[config.mk]
export PLATFORM = sky130hd
export DESIGN_NAME = duplicate_message_cache_unit
export DESIGN_NICKNAME = d
export VERILOG_FILES = /design/src/sv/dmc_pkg.sv /design/src/sv/dmc_cell.sv /design/src/sv/duplicate_message_cache_unit.sv
export SDC_FILE = /design/constraint.sdc
export NUM_CORES = 2
export LEC_CHECK = 0
export BUFFER_PORTS_ARGS = -buffer_cell sky130_fd_sc_hd__buf_4
export CAP_MARGIN = 15
export CELL_PAD_IN_SITES_DETAIL_PLACEMENT = 1
export CELL_PAD_IN_SITES_GLOBAL_PLACEMENT = 2
export CORE_ASPECT_RATIO = 2
export CORE_UTILIZATION = 45
export DETAILED_ROUTE_END_ITERATION = 16
export GPL_TIMING_DRIVEN = 1
export PLACE_DENSITY = 0.83
export SYNTH_ARGS = -nofsm -noshare
export SYNTH_HDL_FRONTEND = slang
export SYNTH_SLANG_ARGS = --single-unit
[constraint.sdc]
create_clock -name clk -period 10.75 [get_ports clk]
set_clock_uncertainty 0.1 [all_clocks]
set_input_delay 0.5375 -clock clk [delete_from_list [all_inputs] [get_ports clk]]
set_output_delay 0.5375 -clock clk [all_outputs]
set_load 0.05 [all_outputs]
[src/sv/dmc_pkg.sv]
// ----------------------------------------------------------------------------
// dmc_pkg
// Shared types and codes for the duplicate message cache.
// ----------------------------------------------------------------------------
package dmc_pkg;

  typedef enum logic [1:0] {
    ACT_LOOKUP = 2'd0,
    ACT_INSERT = 2'd1,
    ACT_REJECT = 2'd2,
    ACT_EXPIRE = 2'd3
  } action_t;

  typedef enum logic [2:0] {
    ST_IDLE,
    ST_COMPARE,
    ST_RESOLVE,
    ST_EXPIRE,
    ST_FINISH
  } state_t;

  typedef struct packed {
    logic [31:0] addr;
    logic [31:0] sum;
    logic [31:0] tstamp;
  } entry_t;

  typedef struct packed {
    logic [31:0] addr;
    logic [31:0] sum;
    logic [31:0] now;
  } key_t;

  typedef struct packed {
    logic shift;
    logic write;
  } cell_ctl_t;

endpackage

[src/sv/dmc_cell.sv]
// ----------------------------------------------------------------------------
// dmc_cell
// One table entry of the age-ordered chain: holds an entry, takes the
// neighbor's entry on shift, compares against the current key.
// ----------------------------------------------------------------------------
module dmc_cell (
  input  logic               clk,
  input  dmc_pkg::cell_ctl_t ctl,
  input  dmc_pkg::entry_t    wr_data,
  input  dmc_pkg::entry_t    nb_data,
  input  dmc_pkg::key_t      key,
  input  logic [31:0]        hold_time,
  output dmc_pkg::entry_t    ent,
  output logic               match_r,
  output logic               sum_eq_r,
  output logic               dead
);
  import dmc_pkg::*;

  entry_t      ent_r;
  entry_t      ent_nxt;
  logic [31:0] limit;
  logic        live;
  logic        match_nxt;
  logic        sum_eq_nxt;

  always_comb begin
    ent_nxt = ent_r;
    if (ctl.shift) begin
      ent_nxt = nb_data;
    end
    if (ctl.write) begin
      ent_nxt = wr_data;
    end
  end

  assign limit      = ent_r.tstamp + hold_time;
  assign live       = limit > key.now;
  assign dead       = key.now > limit;
  assign sum_eq_nxt = ent_r.sum == key.sum;
  assign match_nxt  = (ent_r.addr == key.addr) && sum_eq_nxt && live;

  always_ff @(posedge clk) begin
    ent_r    <= ent_nxt;
    match_r  <= match_nxt;
    sum_eq_r <= sum_eq_nxt;
  end

  assign ent = ent_r;

endmodule

[src/sv/duplicate_message_cache_unit.sv]
// ----------------------------------------------------------------------------
// duplicate_message_cache_unit
// Age-ordered cache of recently seen messages built as a chain of cells.
// ----------------------------------------------------------------------------
// Usage:
//   in_*  : command word (lookup, insert, reject newest, expire) with the
//           message address, checksum and current time.
//   out_* : one result word per command: lookup hit flag and fill level.
//   cfg_* : write of the hold time; ready out of reset, write only while idle.
// Cell 0 holds the oldest entry; dropping the oldest shifts the whole chain
// one cell toward cell 0, an insert writes the cell after the newest.
// Flow: lookup and reject pass through compare, resolve and finish, insert
// through compare and finish, expire through compare, an expire step that
// drops the oldest entry while it has outlived the hold time, and finish; the
// sequencer handles one command at a time and takes the next one the cycle after a result is loaded.
// A finished result waits in the output register; the next command is
// accepted once the sequencer is back in idle, so a stalled receiver holds
// at most one command in the finish step.
// Reset empties the table (fill count zero) and clears the hold time;
// entry contents need no clearing.
// ----------------------------------------------------------------------------
module duplicate_message_cache_unit #(
  parameter int TABLE_DEPTH = 16
) (
  input  logic          clk,
  input  logic          rst_n,
  input  logic          in_tvalid,
  output logic          in_tready,
  input  logic [103:0]  in_tdata,   // action[1:0], msg_address[33:2],
                                    // msg_checksum[65:34], current_time[97:66]
  output logic          out_tvalid,
  input  logic          out_tready,
  output logic [7:0]    out_tdata,  // found[0], fill_level[5:1]
  input  logic          cfg_valid,
  output logic          cfg_ready,
  input  logic [31:0]   cfg_data
);
  import dmc_pkg::*;

  localparam int CW = $clog2(TABLE_DEPTH + 1);
  localparam int IW = (TABLE_DEPTH > 1) ? $clog2(TABLE_DEPTH) : 1;

  state_t          state_r, state_nxt;
  logic [CW-1:0]   count_r, count_nxt;
  logic [31:0]     hold_r;
  key_t            key_r;
  action_t         act_r;
  logic            found_r, found_nxt;
  logic            out_tvalid_r;
  logic            out_found_r;
  logic [4:0]      out_fill_r;
  logic            load_out;

  logic            shift;
  logic            wr_en;
  logic [IW-1:0]   wr_idx;
  logic            full;
  logic [CW-1:0]   cnt_m1;
  logic [CW+4:0]   cnt_ext;
  entry_t          wr_data;

  entry_t          ent  [TABLE_DEPTH];
  logic [TABLE_DEPTH-1:0] match;
  logic [TABLE_DEPTH-1:0] sum_eq;
  logic [TABLE_DEPTH-1:0] dead;
  logic [TABLE_DEPTH-1:0] vmask;

  assign full    = count_r == CW'(TABLE_DEPTH);
  assign cnt_m1  = count_r - 1'b1;
  assign wr_idx  = full ? IW'(TABLE_DEPTH - 1) : count_r[IW-1:0];
  assign wr_data = '{addr: key_r.addr, sum: key_r.sum, tstamp: key_r.now};

  for (genvar i = 0; i < TABLE_DEPTH; i++) begin : g_cell
    cell_ctl_t ctl;
    entry_t    nb;

    assign ctl.shift = shift;
    assign ctl.write = wr_en && (wr_idx == IW'(i));
    assign vmask[i]  = CW'(i) < count_r;

    if (i == TABLE_DEPTH - 1) begin : g_last
      assign nb = ent[i];
    end else begin : g_mid
      assign nb = ent[i+1];
    end

    dmc_cell u_cell (
      .clk       (clk),
      .ctl       (ctl),
      .wr_data   (wr_data),
      .nb_data   (nb),
      .key       (key_r),
      .hold_time (hold_r),
      .ent       (ent[i]),
      .match_r   (match[i]),
      .sum_eq_r  (sum_eq[i]),
      .dead      (dead[i])
    );
  end

  assign in_tready = rst_n && (state_r == ST_IDLE);
  assign cfg_ready = rst_n;
  assign load_out  = (state_r == ST_FINISH) && (!out_tvalid_r || out_tready);

  always_comb begin
    state_nxt = state_r;
    count_nxt = count_r;
    found_nxt = found_r;
    shift     = 1'b0;
    wr_en     = 1'b0;
    unique case (state_r)
      ST_IDLE: begin
        if (in_tvalid) begin
          state_nxt = ST_COMPARE;
          found_nxt = 1'b0;
        end
      end
      ST_COMPARE: begin
        unique case (act_r)
          ACT_INSERT: begin
            if (key_r.addr != '0) begin
              wr_en = 1'b1;
              shift = full;
              if (!full) begin
                count_nxt = count_r + 1'b1;
              end
            end
            state_nxt = ST_FINISH;
          end
          ACT_EXPIRE: state_nxt = ST_EXPIRE;
          default:    state_nxt = ST_RESOLVE;
        endcase
      end
      ST_RESOLVE: begin
        if (act_r == ACT_LOOKUP) begin
          found_nxt = |(match & vmask);
        end else if (count_r != '0 && sum_eq[cnt_m1[IW-1:0]]) begin
          count_nxt = cnt_m1;
        end
        state_nxt = ST_FINISH;
      end
      ST_EXPIRE: begin
        if (count_r != '0 && dead[0]) begin
          shift     = 1'b1;
          count_nxt = cnt_m1;
        end else begin
          state_nxt = ST_FINISH;
        end
      end
      ST_FINISH: begin
        if (load_out) begin
          state_nxt = ST_IDLE;
        end
      end
      default: state_nxt = ST_IDLE;
    endcase
  end

  always_ff @(posedge clk) begin
    if (!rst_n) begin
      state_r      <= ST_IDLE;
      count_r      <= '0;
      hold_r       <= '0;
      out_tvalid_r <= 1'b0;
    end else begin
      state_r <= state_nxt;
      count_r <= count_nxt;
      if (cfg_valid) begin
        hold_r <= cfg_data;
      end
      if (load_out) begin
        out_tvalid_r <= 1'b1;
      end else if (out_tready) begin
        out_tvalid_r <= 1'b0;
      end
    end
  end

  assign cnt_ext = {5'b0, count_nxt};

  always_ff @(posedge clk) begin
    found_r <= found_nxt;
    if (in_tvalid && in_tready) begin
      act_r    <= action_t'(in_tdata[1:0]);
      key_r    <= '{addr: in_tdata[33:2], sum: in_tdata[65:34], now: in_tdata[97:66]};
    end
    if (load_out) begin
      out_found_r <= found_r;
      out_fill_r  <= cnt_ext[4:0];
    end
  end

  assign out_tvalid = out_tvalid_r;
  assign out_tdata  = {2'b0, out_fill_r, out_found_r};

`ifndef SYNTHESIS
  a_count_bound: assert property (@(posedge clk) disable iff (!rst_n)
    count_r <= CW'(TABLE_DEPTH))
    else $error("fill count above table depth");

  a_accept_compare: assert property (@(posedge clk) disable iff (!rst_n)
    (in_tvalid && in_tready) |=> state_r == ST_COMPARE)
    else $error("accepted word did not start a compare");

  a_idle_count: assert property (@(posedge clk) disable iff (!rst_n)
    state_r == ST_IDLE |=> count_r == $past(count_r))
    else $error("fill count changed while idle");

  a_count_step: assert property (@(posedge clk) disable iff (!rst_n)
    1'b1 |=> count_r <= $past(count_r) + 1)
    else $error("fill count grew by more than one");

  a_out_from_finish: assert property (@(posedge clk) disable iff (!rst_n)
    $rose(out_tvalid_r) |-> $past(state_r == ST_FINISH))
    else $error("result raised outside finish step");
`endif

endmodule

==> qor.txt <==
Cell Chain, Critical Path - buf_4 > ha_1 > a21oi_1 > o311ai_1 > a31oi_1 > o21ai_1 > or3_1 > a21oi_2 > o21bai_1 > a21oi_1 > xnor2_1 > ha_1 > a21o_1 > a21o_1 > a21oi_1 > o21ai_0 > a211oi_1 > o21a_1 > a21oi_4 > buf_4 > o21ai_4 > buf_4
residual DRC count - 0
Fin Setup TNS - 0 ns
r2r endpoint - g_cell[3].u_cell.ent[89]
post-DP HPWL - 329 mm
status - complete, no violations
H-tree depth - 4
final cell count without fillers - 13700
shortest period the worst path allows - 7.88 ns
Ys Warns - 0
CP Capture Type - register
Critical Path Max Stage Delay - 0.91 ns
synthesized area per cell - 11.4 µm²
Async SR Flop Fraction - 0
Clock Root Buffer - clkbuf_16
Max Slew Vio Count - 0
largest buffer count on any clock path - 4
Hold Crit Depth - 3
Hold Fails Final Rpt - 0
clock latency on the worst-skew pair - 0.89 ns
Top Ports - 152
Final Util - 0.501
origin of the critical flop-to-flop path - hold_r[10]
core area - 253000 µm²
wire length per cell - 31.5 µm
Endpoint, Worst Hold - hold_r[20]
TritonCTS clock tree - yes
R2R depth - 22
largest net degree at the start of global routing - 128
dpl ws - 3.00 ns
global route total overflow - 0
IO buf count - 143
Post-Synthesis Cells - 10100
CP arrival - 8.19 ns
EDFF count, synth - 1641
RSZ-0062 raised after global routing - no
Die Footprint - 257000 µm²
Die W - 359 µm
vias per inst - 6.16
# nets final - 11400
Placed Cells - 13200
global-route wire length before repair - 616 mm
Post-Syn Area - 115000 µm²
hold_sp - cfg_data[20]
max frequency - 127 MHz
vias post-DR - 84400
final worst slack - 2.87 ns
CTS Buf Count - 176
antenna violations before repair - 29
Crit Path Max Fanout - 64
slowest cell on the critical path - buf_4
ratio of cells with drive above 1 in the final layout - 0.171
vias in the first global route - 91200
dpl cell area - 120000 µm²
Synth cell types - 87
Register-to-Register Setup Slack - 2.87 ns
CP startpoint kind - register
CP Launch Point - hold_r[10]
area delta synth->final - 10.5%
crit path kind - register to register
Design Area, Final - 127000 µm²
top_reg_cell synth - edfxtp_1
CTS sink count - 1714
DRT Pass-1 Iters - 6
Worst Path Required - 11.07 ns
period utilisation layout - 0.733
Max-slew headroom - 0.124
Seq cells post-synth - 1714
Starting Density - 0.453
drt total wl - 432 mm
chip height - 716 µm
Initial DRC Count - 5003
GRT Total Usage - 0.330
Max IR drop VDD - 127 µV
cell row count - 261
power density cells - 125 nW/µm²
post-CTS setup buffer count - 0
remaining antenna violation count after routing - 0
Worst-path clk slew - 0.07 ns
max-cap violation count - 0
Seq/Total Area, Yosys - 0.443
Leak Pwr - 50.3 nW
worst-margin pin slew - 1.30 ns
routability cong. - 0.950
HP Class - primary input to register
Final setup viols - 0
area by class of cell:
type,count,area [µm²]
fillers,26600,126000
multi-input cells,7699,61400
clock inverters,95,920
well taps,3287,4110
diodes,37,92.6
inverters,156,586
repair buffers,508,4160
flip-flops and latches,1714,50700
clock buffers,212,4630
layer usage:
| metal | GRT usage | share of wire |
|---|---|---|
| met4 | 0.360 | 0.13 |
| met1 | 0.296 | 0.32 |
| met2 | 0.610 | 0.52 |
| met5 | 0 | 0.000062 |
| met3 | 0.0398 | 0.036 |
worst max path at each step:
stage,end,slack (ns),cells after the start
CTS,g_cell[3].u_cell.ent[89],2.97,22
global placement,g_cell[1].u_cell.ent[69],3.02,22
floorplan,g_cell[3].u_cell.ent[0],1.34,10
detailed placement,g_cell[1].u_cell.ent[69],3.00,22
global route,g_cell[3].u_cell.ent[89],2.47,22
finish,g_cell[3].u_cell.ent[89],2.87,22
flip-flops by register name, indices dropped and copies added, names as in the netlist:
name / count
hold_r: 32
found_r: 1
g_cell.u_cell.match_r: 16
state_r: 3
g_cell.u_cell.ent: 1536
count_r: 5
act_r: 2
out_found_r: 1
g_cell.u_cell.sum_eq_r: 16
out_tvalid: 1
key_r: 96
out_fill_r: 5
where the power goes:
part,total (mW),internal [mW],switching [mW]
Sequential,7.29,7.25,0.0355
Combinational,2.23,0.867,1.37
Clock,6.28,3.44,2.84
Total,15.8,11.6,4.24
cells in the mapped netlist, types with 65 or more instances:
cell	count	share of area
nand2b_1	110	0.0060
nand2_1	640	0.021
xnor2_1	407	0.031
mux2_2	1038	0.10
xor2_1	1089	0.083
nor3_1	65	0.0028
nor2b_1	162	0.0088
nand3_1	88	0.0038
o21ai_0	678	0.030
a21oi_1	520	0.023
nor4_1	262	0.014
edfxtp_1	1641	0.43
ha_1	1014	0.11
nand4_1	235	0.013
nor2_1	331	0.011
a21o_1	354	0.023
inv_1	156	0.0051
clkbuf_1	364	0.012
dfxtp_1	73	0.013
buf_2	95	0.0041
o21a_1	99	0.0065
what timing repair did:
item | 4_1_cts | 5_1_grt
gates resized for setup | 0 | 0
hold endpoints to repair | 115 | 0
hold buffers | 115 | 0
logic make-up after synthesis:
group,Yosys count,synth area share
xor+xnor,1496,0.114
mux,1077,0.106
flops,1714,0.443
fa+ha+maj,1031,0.114
other cells,1,0.0000327
simple gates,2025,0.0883
buf+inv,684,0.0237
compound gates,2068,0.111
through the flow:
stage	hold WS, ns	power, mW
after detailed placement	0.324	9.60
after CTS	0.0115	15.9
after global placement	0.316	9.51
after floorplan	0.300	8.87
after global routing	0.0316	16.3
final	0.0321	15.8
worst max-delay path, delay by kind of cell, from the launching register on:
family	cells	cell delay, ns
buf+inv	3	1.63
fa+ha+maj	2	0.64
xor+xnor	1	0.16
compound gates	15	3.95
flops	1	0.34
simple gates	1	0.42
cells in the final DEF (no fill, tap or decap), types with 22 or more instances in the layout:
master         synthesis  layout
a211oi_1              51      51
a21o_1               354     354
a21oi_1              520     519
a31oi_1               48      48
and3_1                48      47
buf_4                  8     388
clkbuf_1             364      29
clkbuf_16              0     178
clkinv_1               0      25
clkinv_2               0      36
dfxtp_1               73      72
diode_2                0      37
dlygate4sd3_1          0     115
edfxtp_1            1641    1641
ha_1                1014    1014
inv_1                156     156
mux2_2              1038    1038
mux2i_1               35      35
nand2_1              640     619
nand2b_1             110     110
nand3_1               88      86
nand4_1              235     235
nor2_1               331     325
nor2b_1              162     162
nor3_1                65      64
nor4_1               262     260
o211ai_1              36      36
o21a_1                99      99
o21ai_0              678     676
o21ai_1               25      25
o21bai_1              50      50
or3_1                 22      22
xnor2_1              407     407
xor2_1              1089    1089
Power figures use the tool's default switching activity.
